`config.mk`:
```
export PLATFORM = sky130hd
export DESIGN_NAME = dac_setpoint_command_builder_core
export DESIGN_NICKNAME = d
export VERILOG_FILES = /design/src/design/dscb_pkg.sv /design/src/design/dscb_div.sv /design/src/design/dscb_front.sv /design/src/design/dscb_queue.sv /design/src/design/dscb_back.sv /design/src/design/dac_setpoint_command_builder_core.sv
export SDC_FILE = /design/constraint.sdc
export NUM_CORES = 2
export LEC_CHECK = 0
export ABC_AREA = 1
export BUFFER_PORTS_ARGS = -buffer_cell sky130_fd_sc_hd__buf_2
export CORE_MARGIN = 4
export CORE_UTILIZATION = 65
export CTS_CLUSTER_SIZE = 24
export DETAILED_ROUTE_END_ITERATION = 7
export PLACE_DENSITY = 0.82
export SLEW_MARGIN = 20
export SYNTH_ARGS = -nofsm -noshare
export SYNTH_HDL_FRONTEND = slang
export SYNTH_HIERARCHICAL = 1
export SYNTH_SLANG_ARGS = --single-unit
```
`constraint.sdc`:
```
create_clock -name clk -period 13 [get_ports clk]
set_clock_uncertainty 0.05 [all_clocks]
set_input_delay 2.6 -clock clk [delete_from_list [all_inputs] [get_ports clk]]
set_output_delay 2.6 -clock clk [all_outputs]
set_load 0.01 [all_outputs]
```
`src/design/dscb_pkg.sv`:
```
// Shared types and constants for the DAC setpoint command builder.
// No dependencies; every module of the block imports this package.
`timescale 1ns / 1ps

package dscb_pkg;

	// Configuration port
	localparam int unsigned CFG_IDX_W  = 3;
	localparam int unsigned CFG_DATA_W = 17;

	localparam logic [CFG_IDX_W-1:0] REG_OUTPUT_KIND      = 3'd0;
	localparam logic [CFG_IDX_W-1:0] REG_FULL_SCALE_COUNT = 3'd1;
	localparam logic [CFG_IDX_W-1:0] REG_JUSTIFY_SHIFT    = 3'd2;
	localparam logic [CFG_IDX_W-1:0] REG_OUTPUT_RANGE     = 3'd3;
	localparam logic [CFG_IDX_W-1:0] REG_CAL_LOW          = 3'd4;
	localparam logic [CFG_IDX_W-1:0] REG_CAL_HIGH         = 3'd5;

	localparam logic [16:0] RST_FULL_SCALE_COUNT = 17'd4096;
	localparam logic [2:0]  RST_JUSTIFY_SHIFT    = 3'd4;
	localparam logic [15:0] RST_OUTPUT_RANGE     = 16'd10000;

	// Frame and calibration constants
	localparam logic [7:0]  CHANNEL_REG    = 8'd2;
	localparam logic [15:0] CAL_POINT_LOW  = 16'd4000;
	localparam logic [15:0] CAL_POINT_HIGH = 16'd20000;
	localparam logic [15:0] CAL_SPAN       = 16'd16000;

	// Datapath widths: 17x16 product, dividend with rounding offset, quotient bound
	localparam int unsigned PROD_W     = 33;
	localparam int unsigned DVD_W      = 34;
	localparam int unsigned QUO_W      = 18;
	localparam int unsigned DIV_BPS    = 3;
	localparam int unsigned DIV_STAGES = QUO_W / DIV_BPS;

	// Queue between front and back
	localparam int unsigned QDEPTH = 16;
	localparam int unsigned QAW    = 4;

	typedef struct packed {
		logic        output_kind;
		logic [16:0] full_scale_count;
		logic [2:0]  justify_shift;
		logic [15:0] output_range;
		logic [15:0] cal_low;
		logic [15:0] cal_high;
	} cfg_t;

	// Side band that rides along with the divider
	typedef struct packed {
		logic       err;
		logic       interp;
		logic       zero;
		logic       neg;
		logic       both;
		logic [7:0] cmd;
	} tag_t;

	// One classified and computed item, ready for framing
	typedef struct packed {
		logic        err;
		logic        both;
		logic [7:0]  cmd;
		logic [15:0] code;
	} entry_t;

	typedef struct packed {
		logic empty;
		logic room;
	} qstat_t;

endpackage

```
`src/design/dscb_div.sv`:
```
// Pipelined restoring divider, a few quotient bits per stage.
// Depends on dscb_pkg. Quotient must fit QUO_W bits (dividend top < divisor).
`timescale 1ns / 1ps

module dscb_div
	import dscb_pkg::*;
(
	input  logic             clk,
	input  logic             arst_n,
	input  logic             in_valid,
	input  logic [DVD_W-1:0] dividend,
	input  logic [15:0]      divisor,
	input  tag_t             in_tag,
	output logic             out_valid,
	output logic [QUO_W-1:0] quotient,
	output tag_t             out_tag
);

	logic [15:0]      rem_s [DIV_STAGES];
	logic [QUO_W-1:0] wrk_s [DIV_STAGES];
	logic [15:0]      dvs_s [DIV_STAGES];
	tag_t             tag_s [DIV_STAGES];
	logic             vld_s [DIV_STAGES];

	logic [15:0]      rem_nx [DIV_STAGES];
	logic [QUO_W-1:0] wrk_nx [DIV_STAGES];
	logic [15:0]      dvs_in [DIV_STAGES];

	// Each stage shifts its next DIV_BPS dividend bits into the partial remainder
	// and leaves the quotient bits behind in the work word.
	always_comb begin
		logic [15:0]      r;
		logic [QUO_W-1:0] w;
		logic [16:0]      t;
		logic             qb;
		for (int g = 0; g < DIV_STAGES; g++) begin
			if (g == 0) begin
				r = dividend[DVD_W-1:QUO_W];
				w = dividend[QUO_W-1:0];
				dvs_in[g] = divisor;
			end else begin
				r = rem_s[g-1];
				w = wrk_s[g-1];
				dvs_in[g] = dvs_s[g-1];
			end
			for (int k = 0; k < DIV_BPS; k++) begin
				t = {r, w[QUO_W-1]};
				if (t >= {1'b0, dvs_in[g]}) begin
					r  = 16'(t - {1'b0, dvs_in[g]});
					qb = 1'b1;
				end else begin
					r  = t[15:0];
					qb = 1'b0;
				end
				w = {w[QUO_W-2:0], qb};
			end
			rem_nx[g] = r;
			wrk_nx[g] = w;
		end
	end

	always_ff @(posedge clk or negedge arst_n) begin
		if (!arst_n) begin
			for (int g = 0; g < DIV_STAGES; g++) vld_s[g] <= 1'b0;
		end else begin
			for (int g = 0; g < DIV_STAGES; g++) begin
				vld_s[g] <= (g == 0) ? in_valid : vld_s[g-1];
			end
		end
	end

	always_ff @(posedge clk) begin
		for (int g = 0; g < DIV_STAGES; g++) begin
			rem_s[g] <= rem_nx[g];
			wrk_s[g] <= wrk_nx[g];
			dvs_s[g] <= dvs_in[g];
			tag_s[g] <= (g == 0) ? in_tag : tag_s[g-1];
		end
	end

	assign out_valid = vld_s[DIV_STAGES-1];
	assign quotient  = wrk_s[DIV_STAGES-1];
	assign out_tag   = tag_s[DIV_STAGES-1];

endmodule

```
`src/design/dscb_front.sv`:
```
// Front part: takes setpoints, range-checks and classifies them, multiplies,
// divides and justifies the code. Depends on dscb_pkg and dscb_div.
`timescale 1ns / 1ps

module dscb_front
	import dscb_pkg::*;
(
	input  logic        clk,
	input  logic        arst_n,
	input  cfg_t        cfg,
	input  logic        take,
	input  logic [15:0] setpoint,
	input  logic [1:0]  channel_select,
	output logic        push,
	output entry_t      push_entry
);

	logic              v_s1;
	logic [15:0]       sp_s1;
	logic [1:0]        ch_s1;

	logic              v_s2;
	logic [PROD_W-1:0] prod_s2;
	logic [15:0]       off_s2;
	logic [15:0]       dvs_s2;
	tag_t              tag_s2;

	logic              v_s3;
	entry_t            ent_s3;

	// stage 1 classification
	logic        err, interp, neg, both;
	logic [16:0] fsm1, diff, mag_full;
	logic [15:0] dsp;
	logic [16:0] mul_a;
	logic [15:0] mul_b;
	logic [7:0]  cmd;
	tag_t        tag_c;

	always_comb begin
		err    = sp_s1 > cfg.output_range;
		interp = cfg.output_kind && (cfg.cal_low != 16'd0) && (cfg.cal_high != 16'd0)
			&& (sp_s1 >= CAL_POINT_LOW) && (sp_s1 <= CAL_POINT_HIGH);
		fsm1     = (cfg.full_scale_count != 17'd0) ? cfg.full_scale_count - 17'd1 : 17'd0;
		diff     = {1'b0, cfg.cal_high} - {1'b0, cfg.cal_low};
		neg      = diff[16];
		mag_full = neg ? 17'd0 - diff : diff;
		dsp      = sp_s1 - CAL_POINT_LOW;
		mul_a    = interp ? {1'b0, mag_full[15:0]} : fsm1;
		mul_b    = interp ? dsp : sp_s1;
		both     = ch_s1[1];
		cmd      = both ? CHANNEL_REG : CHANNEL_REG << ch_s1[0];
		tag_c.err    = err;
		tag_c.interp = interp;
		tag_c.zero   = !interp && (cfg.output_range == 16'd0);
		tag_c.neg    = neg;
		tag_c.both   = both;
		tag_c.cmd    = cmd;
	end

	// divider
	logic [DVD_W-1:0] dividend;
	logic             dv_valid;
	logic [QUO_W-1:0] quo;
	tag_t             dv_tag;

	assign dividend = DVD_W'(prod_s2) + DVD_W'(off_s2);

	dscb_div u_div (
		.clk       (clk),
		.arst_n    (arst_n),
		.in_valid  (v_s2),
		.dividend  (dividend),
		.divisor   (dvs_s2),
		.in_tag    (tag_s2),
		.out_valid (dv_valid),
		.quotient  (quo),
		.out_tag   (dv_tag)
	);

	// finish: apply sign and calibration offset, then justify
	logic [15:0] q16, qsgn, code, code_sh;
	entry_t      ent_c;

	always_comb begin
		q16  = quo[15:0];
		qsgn = dv_tag.neg ? 16'd0 - q16 : q16;
		if (dv_tag.interp) begin
			code = cfg.cal_low + qsgn;
		end else if (dv_tag.zero) begin
			code = 16'd0;
		end else begin
			code = q16;
		end
		code_sh    = code << cfg.justify_shift;
		ent_c.err  = dv_tag.err;
		ent_c.both = dv_tag.both;
		ent_c.cmd  = dv_tag.cmd;
		ent_c.code = code_sh;
	end

	always_ff @(posedge clk or negedge arst_n) begin
		if (!arst_n) begin
			v_s1 <= 1'b0;
			v_s2 <= 1'b0;
			v_s3 <= 1'b0;
		end else begin
			v_s1 <= take;
			v_s2 <= v_s1;
			v_s3 <= dv_valid;
		end
	end

	always_ff @(posedge clk) begin
		if (take) begin
			sp_s1 <= setpoint;
			ch_s1 <= channel_select;
		end
		prod_s2 <= PROD_W'(mul_a) * PROD_W'(mul_b);
		off_s2  <= interp ? 16'd0 : {1'b0, cfg.output_range[15:1]};
		dvs_s2  <= interp ? CAL_SPAN : cfg.output_range;
		tag_s2  <= tag_c;
		ent_s3  <= ent_c;
	end

	assign push       = v_s3;
	assign push_entry = ent_s3;

endmodule

```
`src/design/dscb_queue.sv`:
```
// Queue of computed items between front and back, with slot reservation
// so the non-stalling front pipeline never overfills it. Depends on dscb_pkg.
`timescale 1ns / 1ps

module dscb_queue
	import dscb_pkg::*;
(
	input  logic   clk,
	input  logic   arst_n,
	input  logic   reserve,
	input  logic   push,
	input  entry_t push_entry,
	input  logic   pop,
	output entry_t head,
	output qstat_t stat
);

	entry_t         mem_q [QDEPTH];
	logic [QAW:0]   wr_q, rd_q;
	logic [QAW:0]   credit_q;

	always_ff @(posedge clk or negedge arst_n) begin
		if (!arst_n) begin
			wr_q     <= '0;
			rd_q     <= '0;
			credit_q <= '0;
		end else begin
			if (push) wr_q <= wr_q + 1'b1;
			if (pop)  rd_q <= rd_q + 1'b1;
			// hold a slot from transfer in until the item leaves the queue
			credit_q <= credit_q + (QAW+1)'(reserve) - (QAW+1)'(pop);
		end
	end

	always_ff @(posedge clk) begin
		if (push) mem_q[wr_q[QAW-1:0]] <= push_entry;
	end

	assign head       = mem_q[rd_q[QAW-1:0]];
	assign stat.empty = (wr_q == rd_q);
	assign stat.room  = (credit_q < (QAW+1)'(QDEPTH));

endmodule

```
`src/design/dscb_back.sv`:
```
// Back part: walks each queued item through its frame bytes and drives the
// registered result channel. Depends on dscb_pkg.
`timescale 1ns / 1ps

module dscb_back
	import dscb_pkg::*;
(
	input  logic       clk,
	input  logic       arst_n,
	input  entry_t     head,
	input  qstat_t     qstat,
	output logic       pop,
	output logic       out_valid,
	input  logic       out_ready,
	output logic [7:0] frame_byte,
	output logic       last,
	output logic       status
);

	typedef enum logic [2:0] {
		SLOT_CMD,
		SLOT_LO0,
		SLOT_HI0,
		SLOT_LO1,
		SLOT_HI1
	} slot_t;

	slot_t      idx_q;
	entry_t     cur_q;
	logic       cur_vld_q;
	logic       out_valid_q;
	logic [7:0] byte_q;
	logic       last_q;
	logic       status_q;

	logic       advance, cur_last, load;
	logic [7:0] byte_c;

	always_comb begin
		advance  = cur_vld_q && (!out_valid_q || out_ready);
		cur_last = cur_q.err || (idx_q == SLOT_HI1) || (!cur_q.both && idx_q == SLOT_HI0);
		load     = !qstat.empty && (!cur_vld_q || (advance && cur_last));
		case (idx_q)
			SLOT_CMD: byte_c = cur_q.cmd;
			SLOT_LO0: byte_c = cur_q.code[7:0];
			SLOT_HI0: byte_c = cur_q.code[15:8];
			SLOT_LO1: byte_c = cur_q.code[7:0];
			SLOT_HI1: byte_c = cur_q.code[15:8];
			default:  byte_c = 8'd0;
		endcase
		if (cur_q.err) byte_c = 8'd0;
	end

	always_ff @(posedge clk or negedge arst_n) begin
		if (!arst_n) begin
			idx_q       <= SLOT_CMD;
			cur_vld_q   <= 1'b0;
			out_valid_q <= 1'b0;
		end else begin
			if (advance) begin
				out_valid_q <= 1'b1;
				byte_q      <= byte_c;
				last_q      <= cur_last;
				status_q    <= cur_q.err;
			end else if (out_ready) begin
				out_valid_q <= 1'b0;
			end
			if (load) begin
				cur_q     <= head;
				cur_vld_q <= 1'b1;
				idx_q     <= SLOT_CMD;
			end else if (advance) begin
				if (cur_last) cur_vld_q <= 1'b0;
				else          idx_q     <= slot_t'(idx_q + 3'd1);
			end
		end
	end

	assign pop        = load;
	assign out_valid  = out_valid_q;
	assign frame_byte = byte_q;
	assign last       = last_q;
	assign status     = status_q;

endmodule

```
`src/design/dac_setpoint_command_builder_core.sv`:
```
// Top level of the DAC setpoint command builder: configuration registers,
// front/queue/back wiring and checks. Depends on dscb_pkg and all dscb_ modules.
`timescale 1ns / 1ps

// Each setpoint transfer yields a DAC write frame, one byte per result
// transfer: a command byte, then the low and high bytes of the justified
// code (single channel, three bytes), or the command byte followed by the
// code bytes twice (both channels, five bytes). A setpoint above
// output_range yields one result with frame_byte 0, last 1 and status 1.
// The front takes a new setpoint every cycle while the internal queue has a
// free slot; it runs a pipeline (input register, multiply, a six-stage
// divider retiring three quotient bits per stage, justify) that feeds the
// queue. The back sends one byte per cycle while out_ready allows, so
// sustained throughput is set by the frame length: five bytes per item for
// both channels, three for a single channel and one for an out-of-range
// setpoint. The 16-entry queue lets the front keep accepting while the
// result side is stalled. Configuration registers are written through the
// cfg port (always ready) and must only change while no item is in flight;
// writes to indexes past the last register are dropped.

module dac_setpoint_command_builder_core
	import dscb_pkg::*;
(
	input  logic                  clk,
	input  logic                  arst_n,
	// configuration writes
	input  logic                  cfg_valid,
	output logic                  cfg_ready,
	input  logic [CFG_IDX_W-1:0]  cfg_index,
	input  logic [CFG_DATA_W-1:0] cfg_data,
	// setpoint channel
	input  logic                  in_valid,
	output logic                  in_ready,
	input  logic [15:0]           setpoint,
	input  logic [1:0]            channel_select,
	// frame byte channel
	output logic                  out_valid,
	input  logic                  out_ready,
	output logic [7:0]            frame_byte,
	output logic                  last,
	output logic                  status
);

	cfg_t   cfg_q;
	qstat_t qstat;
	logic   take;
	logic   push;
	entry_t push_entry;
	entry_t head;
	logic   pop;

	// Configuration registers; the port never stalls.
	assign cfg_ready = 1'b1;

	always_ff @(posedge clk or negedge arst_n) begin
		if (!arst_n) begin
			cfg_q.output_kind      <= 1'b0;
			cfg_q.full_scale_count <= RST_FULL_SCALE_COUNT;
			cfg_q.justify_shift    <= RST_JUSTIFY_SHIFT;
			cfg_q.output_range     <= RST_OUTPUT_RANGE;
			cfg_q.cal_low          <= 16'd0;
			cfg_q.cal_high         <= 16'd0;
		end else if (cfg_valid) begin
			case (cfg_index)
				REG_OUTPUT_KIND:      cfg_q.output_kind      <= cfg_data[0];
				REG_FULL_SCALE_COUNT: cfg_q.full_scale_count <= cfg_data;
				REG_JUSTIFY_SHIFT:    cfg_q.justify_shift    <= cfg_data[2:0];
				REG_OUTPUT_RANGE:     cfg_q.output_range     <= cfg_data[15:0];
				REG_CAL_LOW:          cfg_q.cal_low          <= cfg_data[15:0];
				REG_CAL_HIGH:         cfg_q.cal_high         <= cfg_data[15:0];
				default: ;
			endcase
		end
	end

	// Admit a setpoint only when a queue slot is free for it; the front
	// pipeline never stalls, so the slot is reserved at transfer time.
	assign in_ready = qstat.room;
	assign take     = in_valid && in_ready;

	dscb_front u_front (
		.clk            (clk),
		.arst_n         (arst_n),
		.cfg            (cfg_q),
		.take           (take),
		.setpoint       (setpoint),
		.channel_select (channel_select),
		.push           (push),
		.push_entry     (push_entry)
	);

	dscb_queue u_queue (
		.clk        (clk),
		.arst_n     (arst_n),
		.reserve    (take),
		.push       (push),
		.push_entry (push_entry),
		.pop        (pop),
		.head       (head),
		.stat       (qstat)
	);

	dscb_back u_back (
		.clk        (clk),
		.arst_n     (arst_n),
		.head       (head),
		.qstat      (qstat),
		.pop        (pop),
		.out_valid  (out_valid),
		.out_ready  (out_ready),
		.frame_byte (frame_byte),
		.last       (last),
		.status     (status)
	);

	// Reservation must keep the queue from overflowing.
	a_no_overflow: assert property (@(posedge clk) disable iff (!arst_n)
		push |-> ((u_queue.wr_q - u_queue.rd_q) != (QAW+1)'(QDEPTH)))
		else $error("queue push without a reserved slot");

	// A frame in progress is never cut by an error result.
	a_frame_whole: assert property (@(posedge clk) disable iff (!arst_n)
		(out_valid && out_ready && !last) |=> !(out_valid && status))
		else $error("error result inside an open frame");

	// An error result is a single zero byte marked last.
	a_err_shape: assert property (@(posedge clk) disable iff (!arst_n)
		(out_valid && status) |-> (last && frame_byte == 8'd0))
		else $error("malformed error result");

	// Nothing is popped from an empty queue.
	a_pop_nonempty: assert property (@(posedge clk) disable iff (!arst_n)
		pop |-> !qstat.empty)
		else $error("pop from empty queue");

endmodule

```
== Yosys cells after proc, flatten, opt, wreduce, memory -nomap -nowiden ==
Memory sizes are Yosys's and may differ from the RTL's. A register that Yosys moved wholly into a read port is not among the register bits.
Index checks and enable logic that the tools add are counted.

* Reductions and logical operators: 40
* Muxes and demuxes: 54
* Add/subtract/negate cells: 30
* Shift-type cells: 2
* Eq/ne operators: 11
* $lt $le $gt $ge: 22
* Multiply operators: 1

{| class="wikitable"
|+ Operators by type and width
! operator !! count
|-
| two-way mux 16 bit || 23
|-
| greater-or-equal comparator 17 x 16 -> 1 bit || 18
|-
| subtractor 16 bit || 18
|-
| adder 33 x 16 -> 34 bit || 1
|-
| two-way mux 17 bit || 2
|-
| multiplier 17 x 16 -> 33 bit || 1
|-
| nonzero test 16 bit || 2
|-
| subtractor 1 x 16 -> 16 bit (first input constant) || 2
|-
| two-way mux 1 bit || 25
|-
| case mux 8 bit (3 select lines) || 1
|-
| AND reduction 2 bit || 10
|-
| nonzero test 17 bit || 1
|-
| subtractor 16 x 16 -> 17 bit || 1
|-
| subtractor 17 x 1 -> 17 bit (second input constant) || 1
|-
| adder 16 bit || 1
|-
| greater-or-equal comparator 16 x 12 -> 1 bit (second input constant) || 1
|-
| > comparator 16 bit || 1
|-
| <= comparator 16 x 15 -> 1 bit (second input constant) || 1
|-
| zero test 16 bit || 1
|-
| left shift 16 x 3 -> 16 bit || 1
|-
| subtractor 16 x 12 -> 16 bit (second input constant) || 1
|-
| == test 3 x 2 -> 1 bit (second input constant) || 4
|-
| adder 5 x 1 -> 5 bit (second input constant) || 2
|-
| logical AND 1 bit || 10
|-
| 15 further kinds || 31
|}

* Memories kept: 5
* RAM bits: 794
* Register bits after elaboration: 230

{| class="wikitable"
|+ Memories
! name !! depth !! bits a word !! rd ports !! clocked after memory_dff !! write ports !! RTL line !! source
|-
| u_queue.mem_q || 16 || 26 || 1 || 1 || 1 || dscb_queue.sv:18 || <nowiki>entry_t mem_q [QDEPTH];</nowiki>
|-
| u_front.u_div.wrk_s || 6 || 18 || 6 || 0 || 6 || dscb_div.sv:20 || <nowiki>logic [QUO_W-1:0] wrk_s [DIV_STAGES];</nowiki>
|-
| u_front.u_div.dvs_s || 6 || 16 || 5 || 0 || 6 || dscb_div.sv:21 || <nowiki>logic [15:0] dvs_s [DIV_STAGES];</nowiki>
|-
| u_front.u_div.rem_s || 6 || 16 || 5 || 0 || 6 || dscb_div.sv:19 || <nowiki>logic [15:0] rem_s [DIV_STAGES];</nowiki>
|-
| u_front.u_div.tag_s || 6 || 13 || 6 || 0 || 6 || dscb_div.sv:22 || <nowiki>tag_t tag_s [DIV_STAGES];</nowiki>
|}

== Longest topological paths before layout ==
* Depth in word-level cells: 8
* Gate-level depth with buffers: 53
* Gate-level depth less buffers: 51

== Hierarchy ==
The synthesis kept the hierarchy.

{| class="wikitable"
|+ By module, submodules not included
! module !! area an instance (µm²) !! cells each !! seq. area each (µm²) !! times used
|-
| dscb_div || 24329.6 || 3360 || 7076.8 || 1
|-
| dscb_queue || 19032.0 || 1876 || 12867.3 || 1
|-
| dscb_front || 17526.8 || 2301 || 2377.3 || 1
|-
| dac_setpoint_command_builder_core || 2757.6 || 313 || 1735.4 || 1
|-
| dscb_back || 1650.3 || 127 || 1206.2 || 1
|}

== Least setup slack after synthesis ==
OpenSTA, ideal clock, no wires.

* Kind: register to register
* Start: reg cfg_q[16] (netlist bit)
* End: reg u_front.prod_s2[28]
* Buffers on the path: 0
* Path slack: 5861 ps
* Arrival: 6962 ps
* Stages on the path, launching flop included: 36
* Required time: 12823 ps
* Period minus slack after synthesis: 7139 ps
* Path through: dfrtp_1 ha_1 fa_1 inv_1 nand3_1 nand2_1 nand2_1 nand2_2 nand3_4 nor2_4 nand3_1 nand2_1 xor2_1 nand2_2 nand2_4 nor2_1 fa_1 inv_1 fa_1 inv_1 fa_1 inv_1 fa_1 inv_1 fa_1 inv_1 fa_1 inv_1 ha_1 a21oi_1 o21ai_0 a21oi_1 o21ai_0 a21oi_1 o21ai_0 xor2_1

* Word-level cells in the longest chain between the ends: 7
* Elaborated cells between the ends (all ways): 11
* Classes of those cells: 2 x add/sub; 1 x mul; 3 x mux; 5 x reduce/logical

{| class="wikitable"
|+ Ends and longest elaborated chain
! item !! RTL line !! source
|-
| start, declared || dac_setpoint_command_builder_core.sv:44 || <nowiki>cfg_t cfg_q;</nowiki>
|-
| branches (longest 6 deep; another with subtractor 16 x 16 -> 17 bit) || n/a ||
|-
| multiplier 17 x 16 -> 33 bit * || dscb_front.sv:119 || <nowiki>prod_s2 <= PROD_W'(mul_a) * PROD_W'(mul_b);</nowiki>
|-
| end signal, assigned || dscb_front.sv:119 ||
|-
| end, declared || dscb_front.sv:23 || <nowiki>logic [PROD_W-1:0] prod_s2;</nowiki>
|}

Mark *: on every way between the ends.
A chain may end at the register's enable or synchronous reset.

== Final worst setup path ==
* Start: reg u_front.sp_s1[4]
* End: reg u_front.prod_s2[28]

* Word-level cells in the longest chain between the ends: 5
* Elaborated cells between the ends (all ways): 8
* Classes of those cells: 1 x add/sub; 1 x mul; 2 x order compare; 2 x mux; 2 x reduce/logical

{| class="wikitable"
|+ Ends and longest elaborated chain
! item !! RTL line !! source
|-
| start, declared || dscb_front.sv:19 || <nowiki>logic [15:0] sp_s1;</nowiki>
|-
| start signal, assigned || dscb_front.sv:116 || <nowiki>sp_s1 <= setpoint;</nowiki>
|-
| greater-or-equal comparator 16 x 12 -> 1 bit || dscb_front.sv:43 || <nowiki>&& (sp_s1 >= CAL_POINT_LOW) && (sp_s1 <= CAL_POINT_HIGH);</nowiki>
|-
| logical AND 1 bit (2 in a row) || dscb_front.sv:43 ||
|-
| two-way mux 17 bit / two-way mux 16 bit (equally long branches) || dscb_front.sv:49, dscb_front.sv:50 ||
|-
| multiplier 17 x 16 -> 33 bit * || dscb_front.sv:119 ||
|}

Every way passes the cells marked *; elsewhere a longest branch is shown, timed or not.

==> impl_metrics.csv <==
group,metric,value,unit
die,starting_utilization_of_the_core_area,0.658,
sta,period_needed,9.69,ns
final_layout,post_layout_nonfiller_instances,9350,
setup_path,timing.critical_path.required,13.53,ns
setup_path,class_of_the_most_critical_setup_path,"reg2reg",
die,dieArea,105000,µm²
cts,cts.repair.resized,0,
final_layout,post_route_cells_drive_above_1_share,0.0676,
logic_synthesis,syn-cell-area,65100,µm²
cts,clockBufferDepth,3,
route,ant_nets,0,
setup_path,cp.arrival,10.22,ns
die,io-pin-count,56,
cts,clk_latency,0.70,ns
placed_design,dp_cells,9153,
global_route,vias_in_the_first_global_route,51882,
cts,tritoncts,"yes",
die,chipHeight,324,µm
route,post_drt_wl_per_cell,19.5,µm
route,detail_route.drc_violations,0,
sta,unrepaired_setup_endpoints_after_global_routing,"no",
placed_design,dp.final_hpwl,134000,µm
final_layout,area_growth_syn_to_layout,7.24,%
setup_path,critPathSlowestCell,"sky130_fd_sc_hd__inv_2",
global_route,largest_net_degree_at_the_start_of_global_routing,124,
sta,setup_viol,0,
sta,finalMaxSlewViolations,0,
die,core,98900,µm²
logic_synthesis,mapped_cells,7965,
logic_synthesis,yosysWarningCount,6,
final_layout,finish.net_count,8720,
sta,worstMarginPinSlew,1.19,ns
cts,ctsHoldBuffers,0,
cts,postCtsSetupRepairBufs,0,
logic_synthesis,post_synth.cell_area_avg,8.17,µm²
setup_path,critPathMaxStageDelay,1.12,ns
global_route,gr-usage-all-layers,0.339,
sta,relSlewSlack,0.202,
die,core_rows,115,
setup_path,worstPathMaxFanout,48,
outcome,outcome,"completed",
global_route,grt_first_pass_wirelength,285000,µm
setup_path,critPathMostFrequentCell,"sky130_fd_sc_hd__fa_1",
route,route.vias.total,54245,
die,floorplan.die.width,324,µm
sta,min_period_over_period,0.745,
route,vias_per_cell,5.80,
placed_design,gp_congestion,0.994,
global_route,grt-ovfl-total,0,
cts,cts-buffers-inserted,102,
global_route,grt_antenna_before_repair,4,
cts,clk_transition_reported_paths,0.06,ns
route,routed_wirelength,182000,µm
sta,final_hold_viol_count,0,
route,drt_iter0_drc,6136,
setup_path,endpoint_kind,"register",
flow_run,max-cap-violations,0,
cts,htree_levels,3,
setup_path,worstSetupStartpointType,"register",
placed_design,port-buffer-count,54,
worst_hold_path,min_path_type,"reg2reg",
sta,timing.fmax,103,MHz
sta,setup_tns,0,ns
cts,cts.root.buffer_cell,"sky130_fd_sc_hd__clkbuf_16",
route,pre_antenna_drt_iters,8,
cts,clock_sinks,990,
path summary, 6_finish.rpt:
path	startpoint	end	slack [ns]	cells after the start
hold / removal	u_front/u_div/tag_s[4][11]$_DFF_P_	u_front/u_div/tag_s[5][11]$_DFF_P_	0.25	0
max in group asynchronous	arst_n	cfg_q[34]$_DFFE_PN0P_	9.80	2
min in group asynchronous	arst_n	u_back/out_valid$_DFFE_PN0P_	1.82	1
setup / recovery	u_front/sp_s1[4]$_DFFE_PP_	u_front/prod_s2[28]$_DFF_P_	3.31	26
hold reg to reg	u_front/u_div/tag_s[4][11]$_DFF_P_	u_front/u_div/tag_s[5][11]$_DFF_P_	0.25	0
setup reg to reg	u_front/sp_s1[4]$_DFFE_PP_	u_front/prod_s2[28]$_DFF_P_	3.31	26
layout make-up:
class                           count  area [µm²]
Clock buffer                      132        2830
Sequential cell                   990       25000
Timing Repair Buffer               84         563
Inverter                         1268        4770
Multi-Input combinational cell   5527       34200
Tap cell                         1287        1610
Clock inverter                     60         729
Antenna cell                        2        5.00
Fill cell                        7634       29100
state kept, by name, summed over array words and instances (netlist names), 33 cells and up:
| name | flops |
|---|---|
| u_queue/mem_q | 416 |
| u_front/u_div/wrk_s | 96 |
| u_front/u_div/dvs_s | 80 |
| u_front/u_div/rem_s | 80 |
| u_front/u_div/tag_s | 78 |
| cfg_q | 69 |
| u_front/prod_s2 | 33 |
cell usage in the layout, fill, tap and decap left out, drive strengths merged, types with 30 or more instances in the layout:
| master | instances |
|---|---|
| xor2 | 200 |
| nor4 | 31 |
| clkinv | 44 |
| fa | 229 |
| clkbuf | 132 |
| a21oi | 353 |
| inv | 1268 |
| dfrtp | 91 |
| nor2 | 461 |
| edfxtp | 470 |
| buf | 84 |
| nor3 | 47 |
| o21ai | 288 |
| a21o | 30 |
| dfxtp | 422 |
| nand4 | 66 |
| ha | 475 |
| xnor2 | 135 |
| nand2 | 2287 |
| nand3 | 736 |
per-layer routing:
| metal | global-route usage | share of wire |
|---|---|---|
| met1 | 0.488 | 0.42 |
| met2 | 0.519 | 0.44 |
| met3 | 0.0640 | 0.11 |
| met4 | 0.117 | 0.036 |
| met5 | 0 | 0.00016 |
critical path: cells and delay by family, from the launching register on:
kind	cells	cell delay [ns]
buffers and inverters	6	1.95
xor gates and xnor gates	1	0.16
and+or+nand+nor	8	2.25
adders and majority gates	7	3.51
AOI/OAI and AO/OA	4	1.13
DFF	1	0.52
metrics by stage:
step	worst slack [ns]	hold slack (ns)	area, µm²	util
3_5_place_dp	3.51	0.262	66100	0.669
6_report	3.31	0.249	69800	0.706
4_1_cts	3.45	0.245	69700	0.705
5_1_grt	2.71	0.258	69800	0.706
2_1_floorplan	5.86	0.260	65100	-
3_3_place_gp	3.73	0.259	66100	0.669
Power is not shown: default switching activity piles up to over one toggle a cycle in this logic, so the estimate is an artifact.
